===== src/hw/rtl/f3te_pkg.sv =====
// Shared constants, types and helper functions for the Fourier trajectory evaluator.
package f3te_pkg;

  localparam int unsigned ANGLE_STAGES_DEF = 16;

  localparam int unsigned NUM_REGS = 8;
  localparam int unsigned REG_IDX_W = 3;
  localparam int unsigned REG_W = 16;

  localparam logic [REG_IDX_W-1:0] REG_OFFSET_A0  = 3'd0;
  localparam logic [REG_IDX_W-1:0] REG_COS_COEF_1 = 3'd1;
  localparam logic [REG_IDX_W-1:0] REG_SIN_COEF_1 = 3'd2;
  localparam logic [REG_IDX_W-1:0] REG_COS_COEF_2 = 3'd3;
  localparam logic [REG_IDX_W-1:0] REG_SIN_COEF_2 = 3'd4;
  localparam logic [REG_IDX_W-1:0] REG_COS_COEF_3 = 3'd5;
  localparam logic [REG_IDX_W-1:0] REG_SIN_COEF_3 = 3'd6;
  localparam logic [REG_IDX_W-1:0] REG_BASE_FREQ  = 3'd7;

  localparam logic signed [REG_W-1:0] RST_OFFSET_A0  = -16'sd12586;
  localparam logic signed [REG_W-1:0] RST_COS_COEF_1 = 16'sd9372;
  localparam logic signed [REG_W-1:0] RST_SIN_COEF_1 = -16'sd2890;
  localparam logic signed [REG_W-1:0] RST_COS_COEF_2 = 16'sd2238;
  localparam logic signed [REG_W-1:0] RST_SIN_COEF_2 = -16'sd732;
  localparam logic signed [REG_W-1:0] RST_COS_COEF_3 = -16'sd479;
  localparam logic signed [REG_W-1:0] RST_SIN_COEF_3 = 16'sd3383;
  localparam logic [REG_W-1:0]        RST_BASE_FREQ  = 16'd9490;

  // Angle formats, Q.28 radians
  localparam int unsigned RED_W = 51;
  localparam int unsigned RED_CELLS = 19;
  localparam logic [RED_W-1:0] TWO_PI_Q28 = 51'd1686629713;
  localparam logic [32:0] TWO_PI_33  = 33'd1686629713;
  localparam logic [32:0] FOUR_PI_33 = 33'd3373259426;
  localparam logic signed [31:0] TWO_PI_S  = 32'sd1686629713;
  localparam logic signed [31:0] PI_S      = 32'sd843314857;
  localparam logic signed [31:0] HALF_PI_S = 32'sd421657428;

  localparam int unsigned VEC_W = 34;
  localparam logic signed [VEC_W-1:0] CORDIC_GAIN_Q30 = 34'sd652032874;

  typedef struct packed {
    logic signed [VEC_W-1:0] x;
    logic signed [VEC_W-1:0] y;
    logic signed [31:0]      z;
    logic                    flip;
  } rot_t;

  function automatic logic signed [31:0] atan_q28(input int unsigned i);
    logic signed [31:0] r;
    r = '0;
    case (i)
      0: r = 32'sd210828714;
      1: r = 32'sd124459457;
      2: r = 32'sd65760959;
      3: r = 32'sd33381290;
      4: r = 32'sd16755422;
      5: r = 32'sd8385879;
      6: r = 32'sd4193963;
      7: r = 32'sd2097109;
      8: r = 32'sd1048571;
      9: r = 32'sd524287;
      default: begin
        if (i <= 28) r = 32'sd1 <<< (28 - i);
        else r = '0;
      end
    endcase
    return r;
  endfunction

  function automatic logic [31:0] sat32(input logic signed [56:0] v);
    logic [31:0] r;
    if (v > 57'sd2147483647) r = 32'h7fff_ffff;
    else if (v < -57'sd2147483648) r = 32'h8000_0000;
    else r = v[31:0];
    return r;
  endfunction

endpackage


===== src/hw/rtl/f3te_cordic_cell.sv =====
// One rotation-mode CORDIC iteration, registered.
module f3te_cordic_cell #(
  parameter int unsigned STAGE = 0
) (
  input  logic           clk_i,
  input  logic           en_i,
  input  f3te_pkg::rot_t rot_i,
  output f3te_pkg::rot_t rot_o
);

  localparam logic signed [31:0] ATAN = f3te_pkg::atan_q28(STAGE);

  f3te_pkg::rot_t rot_d, rot_q;

  always_comb begin
    rot_d = rot_i;
    if (!rot_i.z[31]) begin
      rot_d.x = rot_i.x - (rot_i.y >>> STAGE);
      rot_d.y = rot_i.y + (rot_i.x >>> STAGE);
      rot_d.z = rot_i.z - ATAN;
    end else begin
      rot_d.x = rot_i.x + (rot_i.y >>> STAGE);
      rot_d.y = rot_i.y - (rot_i.x >>> STAGE);
      rot_d.z = rot_i.z + ATAN;
    end
  end

  always_ff @(posedge clk_i) begin
    if (en_i) rot_q <= rot_d;
  end

  assign rot_o = rot_q;

endmodule


===== config.mk =====
export PLATFORM = sky130hd
export DESIGN_NAME = f3te_cordic_cell
export DESIGN_NICKNAME = d
export VERILOG_FILES = /design/src/hw/rtl/f3te_pkg.sv /design/src/hw/rtl/f3te_cordic_cell.sv
export SDC_FILE = /design/constraint.sdc
export NUM_CORES = 1
export LEC_CHECK = 0
export ABC_CLOCK_PERIOD_IN_PS = 3620
export BUFFER_PORTS_ARGS = -buffer_cell sky130_fd_sc_hd__buf_2
export CORE_MARGIN = 5
export CORE_UTILIZATION = 30
export DETAILED_ROUTE_END_ITERATION = 12
export GPL_ROUTABILITY_DRIVEN = 0
export HOLD_SLACK_MARGIN = 0.08
export PLACE_DENSITY_LB_ADDON = 0.08
export SETUP_SLACK_MARGIN = 0.5
export SLEW_MARGIN = 20
export SYNTH_ARGS = -nofsm -noshare
export SYNTH_HDL_FRONTEND = slang
export SYNTH_SLANG_ARGS = --single-unit

===== constraint.sdc =====
create_clock -name clk_i -period 3.62 [get_ports clk_i]
set_input_delay 1.086 -clock clk_i [delete_from_list [all_inputs] [get_ports clk_i]]
set_output_delay 1.086 -clock clk_i [all_outputs]
set_load 0.05 [all_outputs]

==> results_dict.tcl <==
set metrics [dict create \
    grt_max_degree 101 \
    synth_flop_cell "edfxtp_1" \
    worstMarginPinSlew_ps 1020 \
    ioPinCount 204 \
    cts_max_level 3 \
    cpPeakStageDelay_ps 350 \
    cts_sinks 100 \
    grt_overflow 0 \
    setup-violations-final 0 \
    crit_path_cell_trace "buf_8 > ha_4 > fa_2 > nor2b_4 > o21ai_4 > a2111oi_4 > buf_4 > nor3_4 > o41ai_4 > buf_4 > o41a_1 > a21oi_1 > xnor2_1" \
    arrival_ps 3360 \
    p_int_w 0.00324 \
    max_freq_mhz 309 \
    slew_violations 0 \
    dp_slack_ps -267 \
    hold_class "primary input to register" \
    nets 1884 \
    clkTransAtPathRegs_ps 70 \
    critical_path.startpoint_type "primary input" \
    cts_buffers 9 \
    largest_reg_flops 100 \
    p_clk_share_pct 18.5 \
    area_growth_syn_to_layout_pct 48.9 \
    rsz0062_at_grt "yes" \
    min_period_over_period_pct 89.3 \
    crit_fanout 3 \
    firstDrtPassIters 5 \
    routed_wl_um 39700 \
    p_comb_share_pct 53.8 \
    status "completed" \
    tns_ps 0 \
    leakagePower_nw 6.85 \
    slew_headroom_pct 32.2 \
    synth.distinct_cells 89 \
    seqPwrFrac_pct 27.7 \
    ys_seq_area_share_pct 28.2 \
    crit_type "primary input to register" \
    cap_violations 0 \
    via_per_inst 5.08 \
    clock_path_buffers 2 \
    grt_pass1_wl_um 60800 \
    root_buffer "clkbuf_16" \
    fill_cells 3492 \
    grt_pass1_vias 10700 \
    ys.warnings.count 0 \
    hold_buffers 0 \
    antenna_found_initial 0 \
    drive_gt1_share_pct 42.6 \
    finalHoldViolations 0 \
    ir_drop_v 0.000248 \
    diodes 0 \
    timing.final.ws_setup_ps 387 \
    routedWlPerCell_um 18.8 \
    avgSynthCellArea_um2 8.77 \
    ys_async_sr_fraction_pct 0 \
    power.net_switching_w 0.00249 \
    place_hpwl_um 32300 \
    rows 69 \
    drc 0 \
    die_x_um 199 \
    crit_top_cell "buf_4" \
    crit_path_top_delay_cell "o41a_1" \
    power.density_nw_per_um2 361 \
    syn_nets 1451 \
    min_period_ps 3230 \
    netlist_area_um2 10700 \
    cts_tree "built" \
    dieHeight_um 199 \
    critPathRequiredTime_ps 3740 \
    grt_use_total_pct 19.7 \
    end_kind "register" \
    start_util_pct 30.2 \
    synth_seq_cells 100 \
    drtAntennaViolNets 0 \
    drt_iter0_drc 592 \
    final-seq-area_um2 3000 \
    port_buffers 203 \
    synth_edf_count 100 \
    dr_total_vias 10700 \
    synth_cells 1216 \
    p_total_w 0.00573 \
    multi_input_area_um2 8180 \
    core_um2 35300 \
    sw_frac_of_total_pct 43.5 \
    die-area_um2 39400 \
]
per-stage QoR:
stage          hold WS, ps  utilization, %  instances  cell area, um2
6_report               889            45.0       2115           15900
5_1_grt                874            45.0       2115           15900
4_1_cts                865            43.0       2097           15200
3_5_place_dp          1270            40.6       2061           14300
3_3_place_gp          1260            40.6       2061           14300
2_1_floorplan         1180               -       1216           11300
cells in the final DEF, fill, tap and decap left out, types with 19 or more instances in the layout:
cell type / netlist / routed
buf_2: 15 / 185
ha_1: 128 / 91
buf_4: 8 / 245
o21ai_0: 82 / 66
nand2_1: 62 / 57
ha_4: 0 / 33
edfxtp_1: 100 / 100
inv_1: 113 / 91
a21oi_1: 126 / 103
nor3_1: 27 / 21
xnor2_1: 72 / 71
buf_6: 3 / 22
nor2_1: 79 / 73
o211ai_1: 19 / 19
a21oi_2: 2 / 22
a21o_1: 30 / 30
metal layers:
| metal | global-route usage [%] | wire length, um |
|---|---|---|
| met3 | 2.13 | 1650 |
| met5 | 0 | 0 |
| met2 | 33.1 | 18900 |
| met4 | 5.24 | 790 |
| met1 | 27.0 | 18400 |
worst max-delay path: cells and delay by family:
family / cells / cell delay [ps]
AO/OA/AOI/OAI: 5 / 870
XOR/XNOR: 1 / 90
adder cells (fa/ha/maj): 2 / 490
buffers and inverters: 3 / 460
AND/OR/NAND/NOR: 2 / 360
final timing paths:
| check | from | end | slack (ps) | cells after the start |
|---|---|---|---|---|
| worst min-delay path | rot_i[1] | rot_o[1] | 890 | 1 |
| worst max-delay path | rot_i[33] | rot_o[97] | 390 | 13 |
kinds of logic after synthesis:
| kind of cell | Yosys count | synth area share (%) |
|---|---|---|
| flops | 100 | 28.2 |
| mux | 12 | 1.14 |
| fa+ha+maj | 132 | 15.8 |
| compound gates | 434 | 27.9 |
| simple gates | 286 | 13.4 |
| xor+xnor | 85 | 6.98 |
| buf+inv | 167 | 6.64 |
cell usage after synthesis (5+ instances only):
| library cell | n | share of area (%) |
|---|---|---|
| ha_1 | 128 | 15 |
| a21oi_1 | 126 | 5.9 |
| inv_1 | 113 | 4.0 |
| edfxtp_1 | 100 | 28 |
| o21ai_0 | 82 | 3.8 |
| nor2_1 | 79 | 2.8 |
| xnor2_1 | 72 | 5.9 |
| nand2_1 | 62 | 2.2 |
| a21o_1 | 30 | 2.1 |
| nor3_1 | 27 | 1.3 |
| nand3_1 | 19 | 0.89 |
| o211ai_1 | 19 | 1.3 |
| a211oi_1 | 18 | 1.3 |
| o21bai_1 | 16 | 1.1 |
| buf_2 | 15 | 0.70 |
| o31ai_1 | 15 | 1.1 |
| nand4_1 | 13 | 0.76 |
| nor2b_1 | 13 | 0.76 |
| xor2_1 | 13 | 1.1 |
| a31oi_1 | 12 | 0.70 |
| clkbuf_1 | 12 | 0.42 |
| mux2i_1 | 11 | 1.0 |
| o21a_1 | 11 | 0.77 |
| and3_1 | 10 | 0.59 |
| nand2b_1 | 10 | 0.59 |
| or3_1 | 9 | 0.53 |
| buf_4 | 8 | 0.56 |
| inv_2 | 8 | 0.28 |
| nor4_1 | 8 | 0.47 |
| o31a_1 | 8 | 0.66 |
| buf_1 | 7 | 0.25 |
| o21ai_1 | 7 | 0.33 |
| o21ai_2 | 7 | 0.57 |
| or2_2 | 7 | 0.41 |
| a211o_1 | 6 | 0.49 |
| and2_1 | 6 | 0.35 |
| o2111ai_1 | 6 | 0.49 |
| a221oi_1 | 5 | 0.41 |
timing repair:
item | 4_1_cts | 5_1_grt
gates cloned | 0 | 0
pin swaps | 53 | 65
setup buffers | 20 | 18
gates resized for setup | 94 | 121
setup endpoints to repair | 55 | 47
power by group through the flow:
stage               logic [W]  clock network, W  registers [W]
detailed placement    0.00284                 0        0.00162
CTS                   0.00296           0.00110        0.00160
global route          0.00329           0.00114        0.00161
floorplan             0.00119                 0        0.00229
global placement      0.00285                 0        0.00162
finish                0.00309           0.00106        0.00159
area by class of cell:
cell class	count	share of cell area (%)
tap	461	3.63
clock inverter	6	0.433
clock buffer	10	1.44
timing repair buffer	468	20.7
sequential	100	18.9
inverter	121	3.35
multi-input combinational	949	51.5
Note: power is estimated with default switching activity, not from simulation.
