==> src/hw/rtl/f3te_pkg.sv <==
// Shared constants, types and helper functions for the Fourier trajectory evaluator.
package f3te_pkg;

  localparam int unsigned ANGLE_STAGES_DEF = 16;

  localparam int unsigned NUM_REGS = 8;
  localparam int unsigned REG_IDX_W = 3;
  localparam int unsigned REG_W = 16;

  localparam logic [REG_IDX_W-1:0] REG_OFFSET_A0  = 3'd0;
  localparam logic [REG_IDX_W-1:0] REG_COS_COEF_1 = 3'd1;
  localparam logic [REG_IDX_W-1:0] REG_SIN_COEF_1 = 3'd2;
  localparam logic [REG_IDX_W-1:0] REG_COS_COEF_2 = 3'd3;
  localparam logic [REG_IDX_W-1:0] REG_SIN_COEF_2 = 3'd4;
  localparam logic [REG_IDX_W-1:0] REG_COS_COEF_3 = 3'd5;
  localparam logic [REG_IDX_W-1:0] REG_SIN_COEF_3 = 3'd6;
  localparam logic [REG_IDX_W-1:0] REG_BASE_FREQ  = 3'd7;

  localparam logic signed [REG_W-1:0] RST_OFFSET_A0  = -16'sd12586;
  localparam logic signed [REG_W-1:0] RST_COS_COEF_1 = 16'sd9372;
  localparam logic signed [REG_W-1:0] RST_SIN_COEF_1 = -16'sd2890;
  localparam logic signed [REG_W-1:0] RST_COS_COEF_2 = 16'sd2238;
  localparam logic signed [REG_W-1:0] RST_SIN_COEF_2 = -16'sd732;
  localparam logic signed [REG_W-1:0] RST_COS_COEF_3 = -16'sd479;
  localparam logic signed [REG_W-1:0] RST_SIN_COEF_3 = 16'sd3383;
  localparam logic [REG_W-1:0]        RST_BASE_FREQ  = 16'd9490;

  // Angle formats, Q.28 radians
  localparam int unsigned RED_W = 51;
  localparam int unsigned RED_CELLS = 19;
  localparam logic [RED_W-1:0] TWO_PI_Q28 = 51'd1686629713;
  localparam logic [32:0] TWO_PI_33  = 33'd1686629713;
  localparam logic [32:0] FOUR_PI_33 = 33'd3373259426;
  localparam logic signed [31:0] TWO_PI_S  = 32'sd1686629713;
  localparam logic signed [31:0] PI_S      = 32'sd843314857;
  localparam logic signed [31:0] HALF_PI_S = 32'sd421657428;

  localparam int unsigned VEC_W = 34;
  localparam logic signed [VEC_W-1:0] CORDIC_GAIN_Q30 = 34'sd652032874;

  typedef struct packed {
    logic signed [VEC_W-1:0] x;
    logic signed [VEC_W-1:0] y;
    logic signed [31:0]      z;
    logic                    flip;
  } rot_t;

  function automatic logic signed [31:0] atan_q28(input int unsigned i);
    logic signed [31:0] r;
    r = '0;
    case (i)
      0: r = 32'sd210828714;
      1: r = 32'sd124459457;
      2: r = 32'sd65760959;
      3: r = 32'sd33381290;
      4: r = 32'sd16755422;
      5: r = 32'sd8385879;
      6: r = 32'sd4193963;
      7: r = 32'sd2097109;
      8: r = 32'sd1048571;
      9: r = 32'sd524287;
      default: begin
        if (i <= 28) r = 32'sd1 <<< (28 - i);
        else r = '0;
      end
    endcase
    return r;
  endfunction

  function automatic logic [31:0] sat32(input logic signed [56:0] v);
    logic [31:0] r;
    if (v > 57'sd2147483647) r = 32'h7fff_ffff;
    else if (v < -57'sd2147483648) r = 32'h8000_0000;
    else r = v[31:0];
    return r;
  endfunction

endpackage

==> src/hw/rtl/f3te_mod_cell.sv <==
// One conditional-subtract cell of the angle reduction chain.
module f3te_mod_cell #(
  parameter int unsigned SHIFT = 0
) (
  input  logic                         clk_i,
  input  logic                         en_i,
  input  logic [f3te_pkg::RED_W-1:0]   v_i,
  output logic [f3te_pkg::RED_W-1:0]   v_o
);

  localparam logic [f3te_pkg::RED_W-1:0] STEP = f3te_pkg::TWO_PI_Q28 << SHIFT;

  logic [f3te_pkg::RED_W-1:0] v_d, v_q;

  always_comb begin
    v_d = (v_i >= STEP) ? v_i - STEP : v_i;
  end

  always_ff @(posedge clk_i) begin
    if (en_i) v_q <= v_d;
  end

  assign v_o = v_q;

endmodule

==> config.mk <==
export PLATFORM = sky130hd
export DESIGN_NAME = f3te_mod_cell
export DESIGN_NICKNAME = d
export VERILOG_FILES = /design/src/hw/rtl/f3te_pkg.sv /design/src/hw/rtl/f3te_mod_cell.sv
export SDC_FILE = /design/constraint.sdc
export NUM_CORES = 1
export LEC_CHECK = 0
export BUFFER_PORTS_ARGS = -buffer_cell sky130_fd_sc_hd__buf_2
export CAP_MARGIN = 20
export CORE_UTILIZATION = 45
export CTS_BUF_LIST = sky130_fd_sc_hd__clkbuf_4 sky130_fd_sc_hd__clkbuf_8 sky130_fd_sc_hd__clkbuf_16
export DETAILED_ROUTE_END_ITERATION = 6
export PLACE_DENSITY = 0.73
export SYNTH_ARGS = -nofsm -noshare
export SYNTH_HDL_FRONTEND = slang
export SYNTH_SLANG_ARGS = --single-unit
==> constraint.sdc <==
create_clock -name clk_i -period 3.01 [get_ports clk_i]
set_clock_uncertainty 0.2 [all_clocks]
set_input_delay 0 -clock clk_i [delete_from_list [all_inputs] [get_ports clk_i]]
set_output_delay 0 -clock clk_i [all_outputs]
set_load 0.005 [all_outputs]
==> results.sh, run 1 <==
export IMPL_fill_cells=462
export IMPL_routabilityCongestion=0.9081
export IMPL_worstSetupPathType="primary input to flip-flop"
export IMPL_layout_worst_path_cycle_share_pct=98.25
export IMPL_layout_cell_area_non_filler_sq_mm=0.004482
export IMPL_peakVddDrop_mv=0.2847
export IMPL_critical_path_n_buffers_inverters=3
export IMPL_cts_root_to_sink_buffers=2
export IMPL_initial_core_util_pct=47.06
export IMPL_crit_path_start_kind="primary input"
export IMPL_status="complete, no violations"
export IMPL_die_width_um=83.72
export IMPL_fin_util_pct=70.18
export IMPL_drt_wl_total_um=8230
export IMPL_hold_violations=0
export IMPL_slew_violations=0
export IMPL_area_sequential_sq_mm=0.001531
export IMPL_drc=0
export IMPL_timing_hold_worst_class="primary input to flip-flop"
export IMPL_post_place_cell_area_sq_mm=0.003605
export IMPL_cts_max_level=2
export IMPL_cts_setup_buffers=0
export IMPL_areaGrowthSynthToFinish_pct=49.13
export IMPL_drv_max_cap_violation_count=0
export IMPL_synth_cell_area_sq_mm=0.003005
export IMPL_design_final_nets=505
export IMPL_insertedDiodeCount=0
export IMPL_synth_edff_count=51
export IMPL_first_iter_violations=180
export IMPL_grt_pass1_vias=2729
export IMPL_critPathMaxFanout=5
export IMPL_setup_worst_path_end_class="flip-flop"
export IMPL_antenna_found_initial=0
export IMPL_largest_register_ff_count=51
export IMPL_layout_cells_most_common_list="100 x sky130_fd_sc_hd__buf_2, 61 x sky130_fd_sc_hd__dlygate4sd3_1, 51 x sky130_fd_sc_hd__edfxtp_1"
export IMPL_multiInputGateArea_sq_mm=0.001493
export IMPL_post_place_cells=458
export IMPL_overflow=0
export IMPL_relSlewSlack_pct=56.72
export IMPL_final_period_minus_worst_setup_slack_ns=2.957
export IMPL_synthesis_nets=338
export IMPL_dieArea_sq_mm=0.007009
export IMPL_grt_setup_unrepaired="true"
export IMPL_vias_per_cell=5.392
export IMPL_timing_critical_path_required_ns=2.87
export IMPL_final_hold_worst_slack_ns=0.002227
export IMPL_total_vias_in_the_final_route=2847
export IMPL_io_buffers=103
export IMPL_worst_path_dominant_cell_family="simple AND/OR/NAND/NOR gates"
export IMPL_cts_sinks=51
export IMPL_tritoncts="built"
export IMPL_synth_top_flop_cell="sky130_fd_sc_hd__edfxtp_1"
export IMPL_power_per_cell_area_mw_per_mm2=404.1
export IMPL_critical_path_slowest_cell="sky130_fd_sc_hd__dlygate4sd3_1"
export IMPL_total_leakage_power_uw=0.001767
export IMPL_max_clock_freq_mhz=338.1
export IMPL_grt_usage_pct=23.53
export IMPL_first_pass_grt_wire_length_um=13220
export IMPL_setup_tns_ns=0
export IMPL_yosys_reg_bits=51
export IMPL_worstPathCellList="dlygate4sd3_1 > buf_2 > nor4bb_1 > and4_1 > a31oi_1 > and4b_2 > or2_2 > nor4_4 > xor2_1 > dlygate4sd3_1"
export IMPL_layout_commonest_cell="sky130_fd_sc_hd__buf_2"
export IMPL_boundaryPins=104
export IMPL_placement_rows=29
export IMPL_post_route_cells_drive_above_1_share_pct=31.93
export IMPL_core_box_area_sq_mm=0.006386
export IMPL_worst_slew_pin_slew_ns=0.6492
export IMPL_number_of_standard_cells_in_the_final_layout_excluding_fillers=528
export IMPL_postRouteAntennaNets=0
export IMPL_drt_first_pass_iters=5
export IMPL_largest_net_degree_at_the_start_of_global_routing=52
export IMPL_ys_warn_count=0
export IMPL_routedWlPerCell_um=15.59
export IMPL_die_ht_um=83.72
export IMPL_postSynth_asyncResetShare_pct=0
export IMPL_clock_tree_root_cell="sky130_fd_sc_hd__clkbuf_8"
export IMPL_critical_path_max_stage_delay_ns=0.58
export IMPL_post_synth_inst_count=283
export IMPL_avgSynthCellArea_sq_um=10.62
export IMPL_cp_data_arrival_time_ns=2.82
export IMPL_synthDistinctLibCells=47
export IMPL_final_setup_violating_endpoints=0
export IMPL_path_common_cell="sky130_fd_sc_hd__dlygate4sd3_1"
export IMPL_tritoncts_num_buffers=5
export IMPL_placed_wire_length_estimate_um=5357
export IMPL_clkTransAtPathRegs_ns=0.10
export IMPL_proportion_of_synthesized_chip_area_in_sequential_cells_pct=50.96
==> stage by stage <==
step | worst slack (ns) | total power, uW
floorplan | 0.4256 | 1017
global placement | 0.2512 | 1173
detailed placement | 0.2094 | 1178
CTS | 0.004716 | 1810
global route | -0.01461 | 1891
finish | 0.05257 | 1811
==> Yosys cell counts, types with 4 or more instances <==
| library cell | count | area share, % |
|---|---|---|
| sky130_fd_sc_hd__o21ai_0 | 7 | 1.2 |
| sky130_fd_sc_hd__nor2_1 | 26 | 3.2 |
| sky130_fd_sc_hd__nand2_1 | 29 | 3.6 |
| sky130_fd_sc_hd__clkbuf_1 | 5 | 0.62 |
| sky130_fd_sc_hd__inv_1 | 4 | 0.50 |
| sky130_fd_sc_hd__xnor2_1 | 31 | 9.0 |
| sky130_fd_sc_hd__xor2_1 | 17 | 5.0 |
| sky130_fd_sc_hd__edfxtp_1 | 51 | 51 |
| sky130_fd_sc_hd__buf_2 | 4 | 0.67 |
| sky130_fd_sc_hd__nand2b_1 | 5 | 1.0 |
| sky130_fd_sc_hd__nor3_1 | 16 | 2.7 |
| sky130_fd_sc_hd__or3_1 | 4 | 0.83 |
| sky130_fd_sc_hd__a21oi_1 | 10 | 1.7 |
| sky130_fd_sc_hd__nand3_1 | 9 | 1.5 |
| sky130_fd_sc_hd__nand4_1 | 8 | 1.7 |
| sky130_fd_sc_hd__nor4_1 | 10 | 2.1 |
==> final cells by class <==
| cell class | instances | area share (%) |
|---|---|---|
| Sequential cell | 51 | 34.17 |
| Multi-Input combinational cell | 218 | 33.31 |
| Timing Repair Buffer | 170 | 27.00 |
| Tap cell | 77 | 2.150 |
| Clock buffer | 5 | 1.535 |
| Clock inverter | 3 | 1.508 |
| Inverter | 4 | 0.3350 |
==> worst paths after layout <==
path | from | end | slack [ns] | depth (start not counted)
min | v_i[46] | v_o[47] | 0.002 | 5
max | v_i[5] | v_o[43] | 0.05 | 10
==> per-layer routing <==
layer / wire length (um) / global-route usage (%) / share of wire (%) / vias to the layer above
li1: - / - / - / 1388
met1: 3567 / 32.22 / 43 / 1317
met2: 4027 / 37.99 / 49 / 127
met3: 483 / 4.946 / 5.9 / 15
met4: 151 / 6.317 / 1.8 / 0
met5: 0 / 0 / 0 / -
==> timing repair <==
action | 4_1_cts | 5_1_grt
hold endpoints to repair | 51 | 0
resized for setup | 0 | 25
hold buffers | 61 | 0
setup endpoints to repair | 0 | 8
==> report_power, final <==
part,switching [uW],internal (uW)
Sequential,16.5,863
Clock,232,332
Combinational,177,191
Total,426,1390
==> logic make-up (layout without fill, tap and decap cells) <==
group                    Yosys count  in the layout  share of synthesized area, %
buffers and inverters             14            182                         2.165
flip-flops                        51             51                         50.96
adder cells (fa/ha/maj)            2              2                        0.8325
AO/OA/AOI/OAI                     34             34                         7.536
AND/OR/NAND/NOR                  133            133                         23.98
XOR/XNOR                          49             49                         14.53
(Power assumes the default switching activity.)
==> inputs of run 2 (changes only) <==
--- a/config.mk
+++ b/config.mk
@@ -7,6 +7,7 @@
 export LEC_CHECK = 0
 export BUFFER_PORTS_ARGS = -buffer_cell sky130_fd_sc_hd__buf_2
 export CAP_MARGIN = 20
+export CORE_MARGIN = 10
 export CORE_UTILIZATION = 45
 export CTS_BUF_LIST = sky130_fd_sc_hd__clkbuf_4 sky130_fd_sc_hd__clkbuf_8 sky130_fd_sc_hd__clkbuf_16
 export DETAILED_ROUTE_END_ITERATION = 6
==> run 2 against run 1 <==
Net effect: final area shrank 0.75%; sequential share of layout area grew 0.26 points; first-iteration DRC count shrank 3.3%; power grew 0.11%; highest routed layer unchanged.
==> results.sh, run 2 (synthesized netlist as in run 1, its figures left out) <==
export IMPL_fill_cells=486
export IMPL_timing_critical_path_required_ns=2.88
export IMPL_areaGrowthSynthToFinish_pct=48.00
export IMPL_layout_worst_path_cycle_share_pct=97.44
export IMPL_netSwitchingPower_uw=428.6
export IMPL_cts_root_to_sink_buffers=2
export IMPL_drc=0
export IMPL_layout_commonest_cell="sky130_fd_sc_hd__buf_2"
export IMPL_total_vias_in_the_final_route=2868
export IMPL_relSlewSlack_pct=65.24
export IMPL_crit_path_start_kind="primary input"
export IMPL_initial_core_util_pct=46.80
export IMPL_sequentialPowerShare_pct=48.4
export IMPL_antenna_found_initial=0
export IMPL_vias_per_cell=5.411
export IMPL_drt_wl_total_um=9112
export IMPL_peakVddDrop_mv=0.1925
export IMPL_drt_first_pass_iters=5
export IMPL_clkTransAtPathRegs_ns=0.10
export IMPL_tritoncts="built"
export IMPL_placement_rows=29
export IMPL_cts_max_level=2
export IMPL_core_box_area_sq_mm=0.006422
export IMPL_die_ht_um=101.7
export IMPL_final_period_minus_worst_setup_slack_ns=2.933
export IMPL_max_clock_freq_mhz=340.9
export IMPL_slew_violations=0
export IMPL_first_pass_grt_wire_length_um=14570
export IMPL_grt_usage_pct=17.40
export IMPL_grt_pass1_vias=2954
export IMPL_post_layout_total_power_uw=1813
export IMPL_overflow=0
export IMPL_number_of_standard_cells_in_the_final_layout_excluding_fillers=530
export IMPL_largest_net_degree_at_the_start_of_global_routing=52
export IMPL_worst_slew_pin_slew_ns=0.5166
export IMPL_routabilityCongestion=0.9952
export IMPL_cp_data_arrival_time_ns=2.80
export IMPL_tritoncts_num_buffers=5
export IMPL_boundaryPins=104
export IMPL_largest_register_ff_count=51
export IMPL_total_leakage_power_uw=0.001767
export IMPL_clock_tree_root_cell="sky130_fd_sc_hd__clkbuf_8"
export IMPL_worstSetupPathType="primary input to flip-flop"
export IMPL_setup_worst_path_end_class="flip-flop"
export IMPL_drv_max_cap_violation_count=0
export IMPL_placed_wire_length_estimate_um=6343
export IMPL_routedWlPerCell_um=17.19
export IMPL_insertedDiodeCount=0
export IMPL_cts_sinks=51
export IMPL_design_final_nets=507
export IMPL_postRouteAntennaNets=0
export IMPL_power_per_cell_area_mw_per_mm2=407.6
export IMPL_power_combinational_fraction_pct=20.4
export IMPL_final_setup_violating_endpoints=0
export IMPL_netSwitchingFraction_pct=23.64
export IMPL_die_width_um=101.7
export IMPL_first_iter_violations=174
export IMPL_io_buffers=103
export IMPL_intPower_uw=1385
export IMPL_clkPwrFrac_pct=31.1
export IMPL_critPathMaxFanout=7
export IMPL_status="complete, no violations"
export IMPL_layout_cells_most_common_list="101 x sky130_fd_sc_hd__buf_2, 62 x sky130_fd_sc_hd__dlygate4sd3_1, 51 x sky130_fd_sc_hd__edfxtp_1"
export IMPL_post_route_cells_drive_above_1_share_pct=30.68
export IMPL_timing_hold_worst_class="primary input to flip-flop"
export IMPL_dieArea_sq_mm=0.01035
export IMPL_post_place_cells=458
export IMPL_hold_violations=0
-- run 2: cell types whose count changed in the layout (fill, tap and decap cells not counted), moves of 2 or more --
cell / before / now
sky130_fd_sc_hd__nor4_1: 5 / 8
sky130_fd_sc_hd__nand3_2: 3 / 1
sky130_fd_sc_hd__nand3_1: 6 / 8
sky130_fd_sc_hd__nor4_2: 4 / 2
sky130_fd_sc_hd__nor3_2: 2 / 0
-- run 2: area by class of cell --
class	count	area [sq um]	area share [%]
sequential	51	1531	34.43
multi-input combinational	218	1455	32.71
timing repair buffer	172	1214	27.29
tap	77	96.34	2.166
clock buffer	5	68.82	1.547
clock inverter	3	67.56	1.519
inverter	4	15.01	0.3376
-- run 2: through the flow --
stage | hold WS (ns) | utilization, % | worst slack (ns) | instance area, sq um | TNS (ns)
floorplan | -0.08750 | - | 0.4256 | 3005 | 0
global placement | 0.1075 | 56.13 | 0.2611 | 3605 | 0
detailed placement | 0.1217 | 56.13 | 0.2182 | 3605 | 0
global route | 0.03488 | 69.26 | -0.01879 | 4448 | -0.03536
CTS | 0.001650 | 67.76 | 0.005459 | 4352 | 0
finish | 0.03298 | 69.26 | 0.07692 | 4448 | 0
-- run 2: power groups by stage --
stage	combinational [uW]	sequential (uW)	clock, uW
final	370	878	565
after global routing	407	885	610
after global placement	286	892	0
after floorplan	110	907	0
after CTS	360	878	588
after detailed placement	292	894	0
-- run 2: critical path, stage by stage --
cell	delay [ns]
sky130_fd_sc_hd__dlygate4sd3_1	0.54
sky130_fd_sc_hd__buf_2	0.16
sky130_fd_sc_hd__nand3_1	0.14
sky130_fd_sc_hd__o211ai_1	0.17
sky130_fd_sc_hd__o31a_1	0.33
sky130_fd_sc_hd__o21ai_1	0.28
sky130_fd_sc_hd__a21o_1	0.31
sky130_fd_sc_hd__nand4_1	0.17
sky130_fd_sc_hd__xnor2_1	0.15
sky130_fd_sc_hd__dlygate4sd3_1	0.54
-- run 2: timing repair --
item                       in CTS  in global routing
hold endpoints to repair       51                 14
hold buffers                   61                  1
resized for setup               0                 17
setup endpoints to repair       0                  5
buffers inserted                0                  1
-- run 2: per-layer routing --
layer / wire, um / global-route usage [%] / share of wire, %
met5: 0 / 0 / 0
met4: 153 / 5.171 / 1.7
met3: 773 / 4.289 / 8.5
met2: 4384 / 28.58 / 48
met1: 3800 / 22.10 / 42
-- run 2: final timing paths --
check	endpoint	slack (ns)	depth (start not counted)	start
hold / removal	v_o[1]	0.03	4	v_i[0]
setup / recovery	v_o[48]	0.08	10	v_i[4]
